## config.mk

```make
export PLATFORM = sky130hd
export DESIGN_NAME = chb_queue
export DESIGN_NICKNAME = d
export VERILOG_FILES = /design/src/rtl/core/chb_pkg.sv /design/src/rtl/core/chb_queue.sv
export SDC_FILE = /design/constraint.sdc
export NUM_CORES = 1
export LEC_CHECK = 0
export ABC_AREA = 1
export BUFFER_PORTS_ARGS = -buffer_cell sky130_fd_sc_hd__clkbuf_2
export CAP_MARGIN = 20
export CORE_ASPECT_RATIO = 1.1
export CORE_MARGIN = 2
export CORE_UTILIZATION = 42
export CTS_CLUSTER_DIAMETER = 40
export DETAILED_ROUTE_END_ITERATION = 10
export PLACE_DENSITY = 0.62
export SYNTH_ARGS = -nofsm -noshare
export SYNTH_HDL_FRONTEND = slang
export SYNTH_SLANG_ARGS = --single-unit
```

## constraint.sdc

```tcl
create_clock -name clk -period 3.15 [get_ports clk]
set_clock_uncertainty 0.2 [all_clocks]
set_input_delay 0.315 -clock clk [delete_from_list [all_inputs] [get_ports clk]]
set_output_delay 0.315 -clock clk [all_outputs]
set_load 0.01 [all_outputs]
```

## src/rtl/core/chb_pkg.sv

```systemverilog
`default_nettype none
// ----------------------------------------------------------------------------
// chb_pkg: shared types and constants of the histogram binner
// Command and result words, command codes, register indexes, queue sizing
// and the back-end state type.
// ----------------------------------------------------------------------------
package chb_pkg;

  // Command codes; code 3 leaves the state alone and reports the totals.
  typedef enum logic [1:0] {
    CMD_ADD      = 2'd0,
    CMD_READ_BIN = 2'd1,
    CMD_READ_SUM = 2'd2
  } cmd_t;

  // Configuration register indexes
  localparam logic [1:0] CFG_BIN_ORIGIN  = 2'd0;
  localparam logic [1:0] CFG_BIN_SCALE   = 2'd1;
  localparam logic [1:0] CFG_BINS_IN_USE = 2'd2;

  localparam int HIT_W  = 10;
  localparam int BIU_W  = 11;

  // Queue between front and back end
  localparam int QDEPTH = 4;
  localparam int QPTR_W = 2;
  localparam int QCNT_W = 3;

  typedef struct packed {
    logic [1:0]         command;
    logic signed [31:0] sample;
    logic [HIT_W-1:0]   bin_index;
  } in_word_t;

  typedef struct packed {
    logic [31:0]        bin_count;
    logic [HIT_W-1:0]   bin_hit;
    logic signed [63:0] sample_sum;
    logic [31:0]        sample_total;
  } out_word_t;

  typedef struct packed {
    logic              empty;
    logic [QCNT_W-1:0] count;
  } q_stat_t;

  typedef enum logic [1:0] {
    BK_CLEAR,
    BK_IDLE,
    BK_UPDATE
  } bk_state_t;

endpackage
`default_nettype wire

```

## src/rtl/core/chb_queue.sv

```systemverilog
`default_nettype none
// ----------------------------------------------------------------------------
// chb_queue: small FIFO between front and back end
// Push is credit-guarded upstream; never pushed when full.
// ----------------------------------------------------------------------------
module chb_queue
  import chb_pkg::*;
#(
  parameter int WIDTH = 54
) (
  input  wire logic             clk,
  input  wire logic             rst_n,
  input  wire logic             push,
  input  wire logic [WIDTH-1:0] push_data,
  input  wire logic             pop,
  output logic [WIDTH-1:0]      head,
  output q_stat_t               stat
);

  logic [WIDTH-1:0]  slot_r [QDEPTH];
  logic [QPTR_W-1:0] wr_ptr_r;
  logic [QPTR_W-1:0] rd_ptr_r;
  logic [QCNT_W-1:0] cnt_r;

  always_ff @(posedge clk) begin
    if (!rst_n) begin
      wr_ptr_r <= '0;
      rd_ptr_r <= '0;
      cnt_r    <= '0;
    end else begin
      if (push) begin
        wr_ptr_r <= wr_ptr_r + 1'b1;
      end
      if (pop) begin
        rd_ptr_r <= rd_ptr_r + 1'b1;
      end
      cnt_r <= cnt_r + QCNT_W'(push) - QCNT_W'(pop);
    end
    if (push) begin
      slot_r[wr_ptr_r] <= push_data;
    end
  end

  assign head       = slot_r[rd_ptr_r];
  assign stat.empty = (cnt_r == '0);
  assign stat.count = cnt_r;

endmodule
`default_nettype wire

```

-- Word-level counts from Yosys, hierarchy flattened
Memory sizes are Yosys's and may differ from the RTL's. A register that Yosys moved wholly into a read port is not among the register bits.
Index checks and enable logic that the tools add are counted.
W data, S select, Z words.
- bits of input ports: 58
- memories kept: 1
- bits in registers: 7
- word-level logic and storage cells: 13
- output and inout bits: 58
- memory bits (writable): 216
- add/sub/neg operators: 4
- mux-type cells: 4
- reduce and logical (&&, ||, !) cells: 1
- memories (name ; words ; width ; rd ports ; clocked after memory_dff ; write ports ; line ; source):
    slot_r ; 4 ; 54 ; 1 ; 1 ; 1 ; chb_queue.sv:20 ; logic [WIDTH-1:0] slot_r [QDEPTH];
- operators by type and width (kind ; count):
    $add A2 B1 Y2 const B ; 2
    $mux W2 ; 2
    $add A3 B1 Y3 ; 1
    $logic_not A3 Y1 ; 1
    $sub A3 B1 Y3 ; 1
    $mux W1 ; 2

-- Longest topological paths before layout
Gate-level depths: netlist of run 1.
- word-level depth: 3
- depth in mapped cells: 8
- mapped depth without buffers: 8

-- Least setup slack after synthesis of run 1
Ideal clock, no wire load.
- path type: reg2reg
- start: register wr_ptr_r[0]
- end: memory slot_r[2][0] (enable)
- setup slack: 0.900 ns
- path buffers: 0
- data required time: 2.542 ns
- arrival time: 1.642 ns
- period minus slack after synthesis: 2.250 ns
- cell stages (with the launch flop): 5
- setup time: 0.408 ns
- cells stage by stage: dfxtp_1 inv_1 ha_1 nand2_1 inv_1
- RTL lines (item ; line ; source):
    from (decl) ; chb_queue.sv:21 ; logic [QPTR_W-1:0] wr_ptr_r;
    from (signal assigned) ; chb_queue.sv:32 ; wr_ptr_r <= wr_ptr_r + 1'b1;
    to (decl) ; chb_queue.sv:20 ;
No word-level cell before the write port.

==> flow_summary.json, run 1 <==
{
  "grt_antenna_before_repair": 1,
  "drt-wirelength-per-cell_um": 14.7,
  "syn-num-nets": 749,
  "p_int_w": 0.00573,
  "gp_congestion": 0.694,
  "max-cap-violations": 0,
  "fin_nets": 929,
  "ios": 116,
  "ys_top_cells_by_count": "edfxtp_1 (216), inv_1 (123), nand2_1 (118), a21oi_1 (60), o21ai_0 (46)",
  "drt_first_iter_violations": 333,
  "grt_pass1_wl_um": 27000,
  "die-area_um2": 22800,
  "setup_tns_ps": 0,
  "io_buffers": 115,
  "crit_family": "flip-flops",
  "p_leak_nw": 4.53,
  "hold_buffers": 58,
  "max_slew_margin_pct": 44.8,
  "num-fill-cells": 1796,
  "crit_arrival_ps": 2130,
  "avgSynthCellArea_um2": 13.3,
  "period_needed_ps": 2640,
  "synth_ff_type": "edfxtp_1",
  "die_width_um": 144,
  "core_um2": 21200,
  "instances_no_fill": 1177,
  "max_freq_mhz": 378,
  "die_y_um": 158,
  "slowest_delay_ps": 800,
  "dr_total_vias": 5458,
  "critPathCaptureType": "output port",
  "status": "complete, no violations",
  "pwr-share-comb_pct": 9.2,
  "numCtsBuffers": 29,
  "crit_type": "register to output port",
  "powerDensity_nw_per_um2": 650,
  "postSynth.asyncResetShare_pct": 0,
  "drc_errors": 0,
  "cts.repair.resized": 0,
  "seqPwrFrac_pct": 46.9,
  "final_layout_size_suffix_gt1_share_pct": 22.1,
  "syn_inst": 684,
  "start_kind": "register",
  "dp_hpwl_um": 10100,
  "power_switching_w": 0.00170,
  "final_core_util_pct": 53.9,
  "cp.required_ps": 2630,
  "postCtsSetupBuffers": 0,
  "tightest_slew_ps": 826,
  "report.final.setup_viol": 0,
  "peakVddDrop_uv": 699,
  "hold_violations": 0,
  "clock_latency_ps": 520,
  "r2r_start": "wr_ptr_r[0]",
  "synth_edf_count": 216,
  "wirelength_um": 17300,
  "synth_area_um2": 9070,
  "place_worst_setup_slack_ps": 1050,
  "cts_tree": "built",
  "crit_buf_inv": 2,
  "switching_share_pct": 22.9,
  "yosysTopAreaCell": "edfxtp_1",
  "rsz0062_at_grt": "false",
  "hold_path.class": "register to register",
  "grt_overflow": 0,
  "drv_slew": 0,
  "clockBufferDepth": 3,
  "cp_slowest_cell": "dfxtp_4",
  "drtPass1Iterations": 4,
  "start_util_pct": 42.7,
  "worst-path-max-fanout": 60,
  "min_period_over_period_pct": 83.9,
  "antenna_left": 0,
  "track_usage_pct": 15.2,
  "ys_ff_latch": 225,
  "yosysWarningCount": 0,
  "post_drt_via_cell_ratio": 4.64,
  "grt_max_degree": 85,
  "cts-root-buf": "clkbuf_16",
  "clock_power_share_pct": 43.9,
  "clk_pin_slew_ps": 50,
  "seq_area_frac_synth_pct": 73.5,
  "fin_ws_ps": 506,
  "numClockSinks": 225,
  "netlist.area_leader.share_pct": 71.5,
  "synthToLayoutAreaGrowth_pct": 26.1,
  "synth_cell_type_count": 19,
  "grt_pass1_vias": 5287,
  "hp-start": "rd_ptr_r[1]",
  "rows": 56,
  "synth_area_leaders": "edfxtp_1 (71%), inv_1 (5.1%), nand2_1 (4.9%)",
  "h-tree-depth": 1,
  "post-place-cells": 1065,
  "crit_chain": "buf_4 -> a21oi_1 -> o21ai_1 -> nand2_1 -> clkbuf_2",
  "yosysMostFrequentCell": "edfxtp_1"
}
## final timing paths
kind / to / slack (ps) / depth (start not counted)
hold / removal: register / 240 / 2
setup reg to reg: slot_r[2][14] / 1100 / 5
hold reg to reg: register / 240 / 2
setup / recovery: head[48] / 510 / 5
## state kept, by name, summed over array words and instances, names as in the netlist, named ones only
signal and cells:
wr_ptr_r 2, slot_r 216, cnt_r 3, rd_ptr_r 2
## per-stage QoR
step                      power [W]  hold WS (ps)  cell area, um2
final                       0.00743           239           11400
after global routing        0.00774           277           11400
after CTS                   0.00753           245           11400
after detailed placement    0.00418           245            9880
after global placement      0.00417           246            9880
after floorplan             0.00393           207            9070
## final cells by class
class	count	area, um2	share of cell area (%)
Sequential cell	225	6670	58.4
Tap cell	290	363	3.17
Antenna cell	1	2.50	0.0219
Clock inverter	21	240	2.10
Multi-Input combinational cell	300	1640	14.3
Timing Repair Buffer	185	1320	11.6
Inverter	123	462	4.04
Clock buffer	32	737	6.44
## power groups by stage
stage | Sequential [W] | Combinational, W | Clock, W
floorplan | 0.00352 | 0.000404 | 0
global placement | 0.00355 | 0.000625 | 0
detailed placement | 0.00355 | 0.000634 | 0
CTS | 0.00349 | 0.000694 | 0.00335
global route | 0.00350 | 0.000770 | 0.00347
finish | 0.00349 | 0.000681 | 0.00326
## cells in the final DEF, fill, tap and decap left out, drive strengths merged
cell type,instances
a21oi,60
buf,12
bufinv,4
clkbuf,147
clkinv,11
dfxtp,9
diode,1
dlygate4sd3,58
edfxtp,216
fa,1
ha,6
inv,129
nand2,118
nand3,1
nor2,1
nor3,1
o211ai,54
o21ai,58
## cells by family (layout without fill, tap and decap cells)
kind of cell	count (synthesis)	in the layout	synth area share [%]
and+or+nand+nor	121	121	5.03
DFF	225	225	73.5
other	0	1	0
AOI/OAI and AO/OA	172	172	12.0
adders and majority gates	7	7	1.05
buffers and inverters	159	361	8.47
## tightest hold or removal path, delay by kind of cell (launching register included)
kind	cells	cell delay, ps
buffers and inverters	1	50
DFF	1	290
AOI/OAI and AO/OA	1	60
## metal layers
layer	GRT usage, %	vias up	wire length, um
met2	26.3	114	8570
met1	19.3	2573	7490
li1	-	2746	-
met4	4.99	0	396
met3	3.02	25	815
met5	0	-	0
No activity file was read; power rests on OpenSTA's default activity.
==> run 2: changes to the inputs <==
==> constraint.sdc (replaced) <==
create_clock -name clk -period 2.6 [get_ports clk]
set_clock_uncertainty 0.2 [all_clocks]
set_input_delay 0.26 -clock clk [delete_from_list [all_inputs] [get_ports clk]]
set_output_delay 0.26 -clock clk [all_outputs]
set_load 0.01 [all_outputs]
==> flow_summary.json, run 2 (synthesized netlist as in run 1, its figures left out) <==
{
  "instances_no_fill": 1186,
  "multi_input_area_um2": 1640,
  "hold_path.class": "register to register",
  "h-tree-depth": 1,
  "holdWs_ps": 259,
  "cp.required_ps": 2140,
  "clk_pin_slew_ps": 60,
  "max-cap-violations": 0,
  "clock_latency_ps": 530,
  "post-place-cells": 1069,
  "regMostFlops": "slot_r",
  "cts_tree": "built",
  "worst-path-max-fanout": 57,
  "die_width_um": 144,
  "io_buffers": 115,
  "drv_slew": 0,
  "grt_pass1_vias": 5381,
  "core_um2": 21200,
  "max_slew_margin_pct": 68.2,
  "die_y_um": 158,
  "top_usage_layer": "met2",
  "wirelength_um": 17300,
  "num-fill-cells": 1751,
  "report.final.setup_viol": 0,
  "largest_reg_flops": 216,
  "die-area_um2": 22800,
  "grt_overflow": 0,
  "peakVddDrop_uv": 662,
  "p_leak_nw": 4.58,
  "final_core_util_pct": 54.3,
  "start_util_pct": 42.7,
  "critPathCaptureType": "output port",
  "status": "complete, no violations",
  "final_cell_mix": "edfxtp_1 (216), inv_1 (119), nand2_1 (118)",
  "drt-wirelength-per-cell_um": 14.6,
  "grt_antenna_before_repair": 1,
  "max_freq_mhz": 419,
  "antenna_left": 0,
  "gp_congestion": 0.692,
  "drt_first_iter_violations": 258,
  "rsz0062_at_grt": "false",
  "drc_errors": 0,
  "fin_nets": 935,
  "gr-usage-met1_pct": 18.3,
  "grt_max_degree": 58,
  "cts-root-buf": "clkbuf_16",
  "start_kind": "register",
  "numCtsBuffers": 31,
  "powerDensity_nw_per_um2": 801,
  "layout_commonest_cell": "edfxtp_1",
  "dp_hpwl_um": 9930,
  "clockBufferDepth": 3,
  "synthToLayoutAreaGrowth_pct": 27.2,
  "ios": 116,
  "ff_latch_area_um2": 6670,
  "grt_pass1_wl_um": 27100,
  "final_layout_size_suffix_gt1_share_pct": 23.5,
  "post_drt_via_cell_ratio": 4.63,
  "grt.met2_usage_pct": 27.4,
  "crit_type": "register to output port",
  "tightest_slew_ps": 477,
  "setup_tns_ps": 0,
  "postCtsSetupBuffers": 0,
  "rows": 56,
  "top_regs": "slot_r x216, cnt_r x3",
  "dr_total_vias": 5496,
  "met3_usage_pct": 3.06,
  "drtPass1Iterations": 4,
  "period_needed_ps": 2390,
  "min_period_over_period_pct": 91.9,
  "hold_violations": 0,
  "crit_arrival_ps": 1930,
  "numClockSinks": 225,
  "track_usage_pct": 15.2
}
==> run 2: worst max-delay path: stages, from the launching register on <==
cell and delay (ps):
dfxtp_4 630, buf_12 290, a21oi_1 100, o21ai_0 80, nand2_1 100, clkbuf_2 140
==> run 2: path summary, 6_finish.rpt <==
check	startpoint	endpoint	slack, ps	cells after the start
worst max-delay path	register	head[1]	210	5
worst min-delay path	rd_ptr_r[1]	register	260	2
worst min register to register	rd_ptr_r[1]	register	260	2
worst max register to register	cnt_r[0]	cnt_r[2]	850	7
==> run 2: what timing repair did <==
| action | 4_1_cts | 5_1_grt |
|---|---|---|
| gates resized for setup | 0 | 0 |
| endpoints found under the hold margin | 227 | 0 |
| hold buffers | 58 | 0 |
| setup endpoints to repair | 0 | 0 |
==> run 2: final cells by class <==
class                      count  share of cell area, %
antenna                        1                 0.0217
clock buffer                  32                   6.76
clock inverter                26                   2.42
inverter                     123                   4.00
multi-input combinational    300                   14.2
sequential                   225                   57.9
tap                          290                   3.15
timing repair buffer         189                   11.6
==> run 2: where the power goes <==
part           internal [W]  switching (W)
Combinational      0.000332       0.000501
Clock               0.00261        0.00158
Sequential          0.00415      0.0000691
==> run 2: per-stage QoR <==
| stage | total power [W] | setup WS (ps) | cell area, um2 |
|---|---|---|---|
| 2_1_floorplan | 0.00476 | 350 | 9070 |
| 3_3_place_gp | 0.00505 | 761 | 9890 |
| 3_5_place_dp | 0.00507 | 750 | 9890 |
| 4_1_cts | 0.00936 | 167 | 11500 |
| 5_1_grt | 0.00962 | 42.3 | 11500 |
| 6_report | 0.00924 | 212 | 11500 |
==> run 2: per-layer routing <==
layer / up-vias / part of all wire, %
met2: 116 / 52
met1: 2603 / 42
met4: 0 / 1.5
met5: - / 0
li1: 2755 / -
met3: 22 / 4.5
