[src/rtl/core/chb_pkg.sv]
`default_nettype none
// ----------------------------------------------------------------------------
// chb_pkg: shared types and constants of the histogram binner
// Command and result words, command codes, register indexes, queue sizing
// and the back-end state type.
// ----------------------------------------------------------------------------
package chb_pkg;

  // Command codes; code 3 leaves the state alone and reports the totals.
  typedef enum logic [1:0] {
    CMD_ADD      = 2'd0,
    CMD_READ_BIN = 2'd1,
    CMD_READ_SUM = 2'd2
  } cmd_t;

  // Configuration register indexes
  localparam logic [1:0] CFG_BIN_ORIGIN  = 2'd0;
  localparam logic [1:0] CFG_BIN_SCALE   = 2'd1;
  localparam logic [1:0] CFG_BINS_IN_USE = 2'd2;

  localparam int HIT_W  = 10;
  localparam int BIU_W  = 11;

  // Queue between front and back end
  localparam int QDEPTH = 4;
  localparam int QPTR_W = 2;
  localparam int QCNT_W = 3;

  typedef struct packed {
    logic [1:0]         command;
    logic signed [31:0] sample;
    logic [HIT_W-1:0]   bin_index;
  } in_word_t;

  typedef struct packed {
    logic [31:0]        bin_count;
    logic [HIT_W-1:0]   bin_hit;
    logic signed [63:0] sample_sum;
    logic [31:0]        sample_total;
  } out_word_t;

  typedef struct packed {
    logic              empty;
    logic [QCNT_W-1:0] count;
  } q_stat_t;

  typedef enum logic [1:0] {
    BK_CLEAR,
    BK_IDLE,
    BK_UPDATE
  } bk_state_t;

endpackage
`default_nettype wire

[src/rtl/core/chb_front.sv]
`default_nettype none
// ----------------------------------------------------------------------------
// chb_front: command intake and bin classification
// Two stages: origin subtract, then scale multiply; clamp and push to queue.
// ----------------------------------------------------------------------------
module chb_front
  import chb_pkg::*;
#(
  parameter int NUM_BINS = 1024,
  parameter int IDX_W    = 10,
  parameter int ENT_W    = 2 + IDX_W + HIT_W + 1 + 32
) (
  input  wire logic             clk,
  input  wire logic             rst_n,
  input  wire logic             accept,
  input  wire in_word_t         in_word,
  input  wire logic [31:0]      bin_origin,
  input  wire logic [31:0]      bin_scale,
  input  wire logic [BIU_W-1:0] bins_in_use,
  output logic                  push,
  output logic [ENT_W-1:0]      push_data,
  output logic [1:0]            inflight
);

  logic               s1_v_r;
  logic [1:0]         s1_cmd_r;
  logic [31:0]        s1_sample_r;
  logic [HIT_W-1:0]   s1_idx_r;
  logic signed [32:0] s1_diff_r;
  logic signed [32:0] diff_nxt;

  logic               s2_v_r;
  logic [1:0]         s2_cmd_r;
  logic [31:0]        s2_sample_r;
  logic [HIT_W-1:0]   s2_idx_r;
  logic               s2_nonpos_r;
  logic [31:0]        s2_prod_hi_r;
  logic [63:0]        prod;

  logic [31:0]        eff32;
  logic [31:0]        top32;
  logic [31:0]        bin32;
  logic [IDX_W-1:0]   ent_addr;
  logic [HIT_W-1:0]   ent_hit;
  logic               ent_ok;

  assign diff_nxt = {in_word.sample[31], in_word.sample} -
                    {bin_origin[31], bin_origin};

  always_ff @(posedge clk) begin
    if (!rst_n) begin
      s1_v_r <= 1'b0;
    end else begin
      s1_v_r <= accept;
    end
    if (accept) begin
      s1_cmd_r    <= in_word.command;
      s1_sample_r <= in_word.sample;
      s1_idx_r    <= in_word.bin_index;
      s1_diff_r   <= diff_nxt;
    end
  end

  // diff is positive and below 2^32 whenever the product is used
  assign prod = 64'(s1_diff_r[31:0]) * 64'(bin_scale);

  always_ff @(posedge clk) begin
    if (!rst_n) begin
      s2_v_r <= 1'b0;
    end else begin
      s2_v_r <= s1_v_r;
    end
    if (s1_v_r) begin
      s2_cmd_r     <= s1_cmd_r;
      s2_sample_r  <= s1_sample_r;
      s2_idx_r     <= s1_idx_r;
      s2_nonpos_r  <= s1_diff_r[32] || (s1_diff_r == 33'sd0);
      s2_prod_hi_r <= prod[63:32];
    end
  end

  // Clamp bins in use to 1..NUM_BINS, then the bin to the top bin
  always_comb begin
    if (bins_in_use == '0) begin
      eff32 = 32'd1;
    end else if (32'(bins_in_use) > 32'(NUM_BINS)) begin
      eff32 = 32'(NUM_BINS);
    end else begin
      eff32 = 32'(bins_in_use);
    end
    top32 = eff32 - 32'd1;
    if (s2_nonpos_r) begin
      bin32 = '0;
    end else if (s2_prod_hi_r > top32) begin
      bin32 = top32;
    end else begin
      bin32 = s2_prod_hi_r;
    end
    if (s2_cmd_r == CMD_ADD) begin
      ent_addr = IDX_W'(bin32);
      ent_hit  = HIT_W'(bin32);
      ent_ok   = 1'b1;
    end else begin
      ent_addr = IDX_W'(s2_idx_r);
      ent_hit  = s2_idx_r;
      ent_ok   = (32'(s2_idx_r) < 32'(NUM_BINS));
    end
  end

  assign push      = s2_v_r;
  assign push_data = {s2_cmd_r, ent_addr, ent_hit, ent_ok, s2_sample_r};
  assign inflight  = 2'(s1_v_r) + 2'(s2_v_r);

endmodule
`default_nettype wire

[config.mk]
export PLATFORM = sky130hd
export DESIGN_NAME = chb_front
export DESIGN_NICKNAME = d
export VERILOG_FILES = /design/src/rtl/core/chb_pkg.sv /design/src/rtl/core/chb_front.sv
export SDC_FILE = /design/constraint.sdc
export NUM_CORES = 2
export LEC_CHECK = 0
export BUFFER_PORTS_ARGS = -buffer_cell sky130_fd_sc_hd__buf_2
export CORE_UTILIZATION = 46
export DETAILED_ROUTE_END_ITERATION = 8
export HOLD_SLACK_MARGIN = 0.06
export PLACE_DENSITY_LB_ADDON = 0.3
export SLEW_MARGIN = 10
export SYNTH_ARGS = -nofsm -noshare
export SYNTH_HDL_FRONTEND = slang
export SYNTH_SLANG_ARGS = --single-unit
[constraint.sdc]
create_clock -name clk -period 16.3 [get_ports clk]
set_input_delay 0.815 -clock clk [delete_from_list [all_inputs] [get_ports clk]]
set_output_delay 0.815 -clock clk [all_outputs]
set_load 0.05 [all_outputs]
After elaboration in Yosys (flattened, before gate mapping)
Cells that the tools add are included.
{"block": "totals", "output_inout_bits": 58, "inputBits": 122, "ff_bits": 156}
{"block": "op_classes", "add_sub_neg": 3, "order_cmp": 2, "n_reduce_logical": 4, "muxes": 5, "mul": 1}
{"op": "$mul A32 B32 Y64", "n": 1}
{"op": "$logic_not A33 Y1", "n": 1}
{"op": "$sub A32 B32 Y33", "n": 1}
{"op": "$gt A32 B32 Y1", "n": 1}
{"op": "$mux W10", "n": 3}
{"op": "$mux W11", "n": 2}
{"op": "$sub A11 B1 Y12 const B", "n": 1}
{"op": "$gt A11 B11 Y1 const B", "n": 1}
{"op": "$logic_not A11 Y1", "n": 1}
{"op": "$add A1 B1 Y2", "n": 1}
{"op": "$logic_not A2 Y1", "n": 1}
{"op": "$logic_or A1 B1 Y1", "n": 1}

Logic depth before layout (Yosys ltp)
{"block": "logic_depth", "word_depth": 8, "depth_mapped": 28, "ltp_nobuf": 27}

Worst setup path after synthesis
OpenSTA, ideal clock, no wires.
{"block": "synth_path", "path_type": "input to register", "startpoint": "input port bin_scale[2]", "endpoint": "register s2_prod_hi_r[24], data pin", "path_buffers": 1, "path_stages": 26, "t_arrival_ps": 7358, "setup_ps": 158, "path_slack_ps": 8784, "cell_sequence": "clkbuf_1 -> and2_1 -> fa_1 -> inv_1 -> fa_1 -> fa_1 -> fa_1 -> inv_1 -> fa_1 -> inv_1 -> fa_1 -> inv_1 -> fa_1 -> inv_1 -> fa_1 -> inv_1 -> ha_1 -> o21ai_1 -> nor4b_1 -> o41a_1 -> nor4b_2 -> a31oi_1 -> a21oi_2 -> o21ai_2 -> mux2_4 -> a211oi_2"}
{"block": "synth_via", "elab_chain_cells": 1}
{"item": "from (decl)", "line": "chb_front.sv:18", "rtl": "input wire logic [31:0] bin_scale,"}
{"item": "$mul A32 B32 Y64", "line": "chb_front.sv:65", "rtl": "assign prod = 64'(s1_diff_r[31:0]) * 64'(bin_scale);"}
{"item": "net prod[56]", "line": "chb_front.sv:38", "rtl": "logic [63:0] prod;"}
{"item": "to (signal assigned)", "line": "chb_front.sv:78", "rtl": "s2_prod_hi_r <= prod[63:32];"}
{"item": "to (decl)", "line": "chb_front.sv:37", "rtl": "logic [31:0] s2_prod_hi_r;"}
The timed path passes the listed nets, and every way through them passes these cells.
A chain may end at the register's enable or synchronous reset.

Worst setup path in the final report
{"block": "layout_path", "startpoint": "register s1_diff_r[17]", "endpoint": "register s2_prod_hi_r[27], data pin"}
{"block": "layout_via", "elab_chain_cells": 1}
{"item": "from (decl)", "line": "chb_front.sv:29", "rtl": "logic signed [32:0] s1_diff_r;"}
{"item": "from (signal assigned)", "line": "chb_front.sv:60", "rtl": "s1_diff_r <= diff_nxt;"}
{"item": "$mul A32 B32 Y64", "line": "chb_front.sv:65"}
{"item": "net prod[59]", "line": "chb_front.sv:38"}
The timed path passes the listed nets, and every way through them passes these cells.

==> results by stage <==
GRT:
- The first global-routing pass estimated 176,000 µm of wire.
- The via count of the first global-routing pass is 31,400.
- Entering global routing, the biggest net connects 60 pins.
- The global-route congestion overflow total is 0.
- The overall fraction of global-route tracks in use is 25.8%.
- The initial antenna violation count is 8.

Placed design:
- The detailed placement HPWL is 81,000 µm.
- Summing all placed instances gives a cell area of 42,000 µm².
- Routability-driven placement finished with a final weighted congestion of 0.903.
- Input and output buffers added on the ports amount to 178.

Clock tree:
- The number of hold buffers added after CTS was 0.
- The count of instances resized after the clock tree is built is 0.
- The level count of the clock H-tree is 4.
- The TritonCTS buffer count is 17.
- The post-CTS setup repair buffer count is 0.
- No sink is reached through more buffers than the 2 on the longest clock path.
- The count of clock tree sinks is 156.
- Clock-pin slew was measured on the worst setup and hold paths at 70 ps.
- TritonCTS built the clock tree.
- The insertion delay to the later sink of the worst-skew pair is 470 ps.
- The buffer cell driving the clock tree root is sky130_fd_sc_hd__clkbuf_16.

Layout:
- The multi-input combinational cells in the finished layout cover a total of 31,300 µm².
- Registers take 4670 µm².
- The total of fill cells in the finished design is 7,969.
- The area of all placed cells without fillers is 42,600 µm².
- The net count of the finished layout is 5,535.
- The area growth from synthesis to layout is 6.04%.
- The share of final-layout standard cells stronger than drive strength 1 is 6.21%.

STA:
- The clock skew is 20.7 ps.
- The max-slew violation count is 0.
- Setup repair after global routing left no endpoint under its margin.
- The highest clock frequency the design can meet is 113 MHz.
- In this run the tightest slew margin relative to its limit is 24.4%.
- The final cycle utilization of the critical path is 54.5%.
- The final-report hold violation count is 0.
- Setup violations remaining at the end of the flow were counted as 0.
- Summed over all failing endpoints, the final setup total negative slack is 0 ps.
- The actual transition at the worst max-transition pin is 1120 ps.
- The shortest clock period the worst path allows after layout is 8880 ps.

Drt:
- The post-detailed-route DRC marker count is 0.
- The number of vias per cell is 5.38.
- The first routing iteration left 1,886 violations.
- The routed layout has 28,800 vias.
- After detailed routing, the total wire length is 111,000 µm.
- The remaining antenna violation count is 0.
- Dividing the detail-routed wire length by the instance count gives 20.7 µm.
- Before antenna repair, the detailed router went through 5 iterations.

Logic synthesis:
- For this run, asynchronously set or reset flops after synthesis account for 0%.
- Synthesis produced 4,149 cells.
- The netlist area before placement is 40,100 µm².
- The predominant post-synthesis flop cell is sky130_fd_sc_hd__edfxtp_1.
- The synthesized design contains 154 enable-type register cells.
- Yosys printed 0 warnings.
- The post-synthesis average cell area is 9.68 µm².
- The part of the Yosys area used for sequential elements is 11.6%.
- Counting flops and latches in the post-synthesis netlist gives 156.
- The count of unique library cells instantiated by Yosys is 68.

Floorplanning:
- The floorplan has 107 rows.
- The core region area is 85,800 µm².
- The horizontal extent of the die is 297 µm.
- The die footprint is 88,500 µm².
- The die height is 297 µm.
- During I/O placement, the number of pins put on the boundary was 180.
- The effective utilization at floorplan is 46.8%.

Hold path:
- The critical hold path startpoint is s1_sample_r[6].
- The number of cells on the worst hold path is 0.
- The end point of the most critical hold path is s2_sample_r[6].
- The classification of the worst-slack hold path is reg2reg.

Setup path:
- Data on the critical path is required at its endpoint by 16,500 ps.
- The maximum single-stage delay on the critical path is 1030 ps.
- The standard cell with the maximum stage delay on the critical path is sky130_fd_sc_hd__edfxtp_1.
- The worst register-to-register path begins at s1_diff_r[17].
- The arrival time at the worst endpoint is 9080 ps.
- The number of cells on the worst reg-to-reg path is 22.
- The reg-to-reg critical path endpoint is s2_prod_hi_r[27].
- Walking the worst path, the cells encountered are buf_4, and2_1, fa_1, fa_1, inv_1, fa_1, fa_1, inv_1, fa_1, fa_1, fa_1, inv_1, fa_1, inv_1, ha_1, nand4_1, o31ai_1, o21ai_1, a2111oi_4, nor3_1, o21bai_1, xor2_1.
- STA classifies the critical path startpoint as a register.
- Across all register-to-register paths, the minimum setup slack is 7420 ps.
- The worst setup path is captured at a register.
- In this run the worst path has a maximum fanout of 17.
- The cell repeated most along the worst path is sky130_fd_sc_hd__fa_1.
- The critical path in this run is classified as reg2reg.

Job:
- Max-cap violations in this run came to 0.

Status:
- The flow ran to the end, and the final reports show no timing, DRC or antenna violations.
-- synthesized netlist by cell type (28+ instances only) --
cell type	n	area share, %
sky130_fd_sc_hd__a21o_1	39	0.73
sky130_fd_sc_hd__a21oi_1	86	1.1
sky130_fd_sc_hd__and2_1	604	9.4
sky130_fd_sc_hd__clkbuf_1	198	1.9
sky130_fd_sc_hd__edfxtp_1	154	12
sky130_fd_sc_hd__fa_1	896	45
sky130_fd_sc_hd__ha_1	326	10
sky130_fd_sc_hd__inv_1	921	8.6
sky130_fd_sc_hd__nand2_1	481	4.5
sky130_fd_sc_hd__nand4_1	28	0.44
sky130_fd_sc_hd__nor2_1	48	0.45
sky130_fd_sc_hd__nor3_1	28	0.35
sky130_fd_sc_hd__o21ai_0	42	0.52
sky130_fd_sc_hd__xnor2_1	41	0.89
-- state kept, by name, indices dropped and copies added, names as in the netlist --
register,cells
s2_nonpos_r,1
s1_diff_r,33
push,1
s1_idx_r,10
s1_v_r,1
s2_sample_r,32
s2_prod_hi_r,32
s2_idx_r,10
s1_cmd_r,2
s1_sample_r,32
s2_cmd_r,2
-- per-stage QoR --
stage	setup WS [ps]	utilization, %	hold WS, ps	instances
finish	7420	49.6	414	5350
CTS	7570	49.6	414	5348
floorplan	8780	-	400	4170
global placement	7310	48.9	400	5316
detailed placement	7310	48.9	405	5316
global route	7180	49.6	420	5348
-- per-layer routing --
layer | wire (µm) | vias up | global-route usage, %
li1 | - | 12500 | -
met1 | 44000 | 14900 | 33.1
met2 | 54400 | 1119 | 44.1
met3 | 7910 | 274 | 4.12
met4 | 4320 | 6 | 9.68
met5 | 38 | - | 0
-- placed cells by master, fill, tap and decap left out, types with 8 or more instances in the layout --
| cell | netlist | routed |
|---|---|---|
| sky130_fd_sc_hd__a21o_1 | 39 | 39 |
| sky130_fd_sc_hd__nor2_1 | 48 | 48 |
| sky130_fd_sc_hd__fa_1 | 896 | 896 |
| sky130_fd_sc_hd__nand2_1 | 481 | 481 |
| sky130_fd_sc_hd__nor4_1 | 11 | 11 |
| sky130_fd_sc_hd__clkbuf_16 | 0 | 17 |
| sky130_fd_sc_hd__xor2_1 | 19 | 19 |
| sky130_fd_sc_hd__a31oi_1 | 8 | 8 |
| sky130_fd_sc_hd__buf_4 | 12 | 39 |
| sky130_fd_sc_hd__edfxtp_1 | 154 | 154 |
| sky130_fd_sc_hd__xnor2_1 | 41 | 41 |
| sky130_fd_sc_hd__nand3_1 | 20 | 20 |
| sky130_fd_sc_hd__o21bai_1 | 16 | 16 |
| sky130_fd_sc_hd__and2_1 | 604 | 604 |
| sky130_fd_sc_hd__o21ai_1 | 16 | 16 |
| sky130_fd_sc_hd__and3_1 | 12 | 12 |
| sky130_fd_sc_hd__nand4_1 | 28 | 28 |
| sky130_fd_sc_hd__conb_1 | 1 | 22 |
| sky130_fd_sc_hd__inv_1 | 921 | 921 |
| sky130_fd_sc_hd__ha_1 | 326 | 326 |
| sky130_fd_sc_hd__o21ai_0 | 42 | 42 |
| sky130_fd_sc_hd__buf_2 | 2 | 177 |
| sky130_fd_sc_hd__o21a_1 | 10 | 10 |
| sky130_fd_sc_hd__a21oi_1 | 86 | 86 |
| sky130_fd_sc_hd__nor3_1 | 28 | 28 |
| sky130_fd_sc_hd__a211oi_1 | 15 | 15 |
| sky130_fd_sc_hd__nor2b_1 | 14 | 14 |
-- worst max-delay path by stage --
stage	start	endpoint	slack, ps	cells after the start
floorplan	bin_scale[2]	s2_prod_hi_r[24]	8780	26
global placement	bin_scale[9]	s2_prod_hi_r[31]	7310	22
detailed placement	bin_scale[9]	s2_prod_hi_r[27]	7310	22
CTS	s1_diff_r[17]	s2_prod_hi_r[27]	7570	24
global route	s1_diff_r[17]	s2_prod_hi_r[31]	7180	24
finish	s1_diff_r[17]	s2_prod_hi_r[27]	7420	22
-- kinds of logic after synthesis --
logic type	share of synthesized area, %
and+or+nand+nor	16.5
adders and majority gates	54.8
buffers and inverters	10.7
AOI/OAI and AO/OA	4.88
DFF	11.6
xor gates and xnor gates	1.31
muxes	0.0623
other	0.00934
-- area by class of cell --
| class | count | area share, % |
|---|---|---|
| multi-input combinational | 2879 | 73.4 |
| sequential | 156 | 11.0 |
| inverter | 921 | 8.12 |
| tap | 1144 | 3.36 |
| timing repair buffer | 216 | 2.77 |
| clock buffer | 17 | 0.999 |
| clock inverter | 15 | 0.361 |
| antenna | 2 | 0.0118 |
-- critical path, delay by kind of cell, from the launching register on --
kind,cells,cell delay [ps]
fa+ha+maj,9,4390
compound gates,4,1930
flops,1,1030
buf+inv,5,630
simple gates,3,520
xor+xnor,1,90
Power is not shown: default switching activity piles up to over one toggle a cycle in this logic, so the estimate is an artifact.
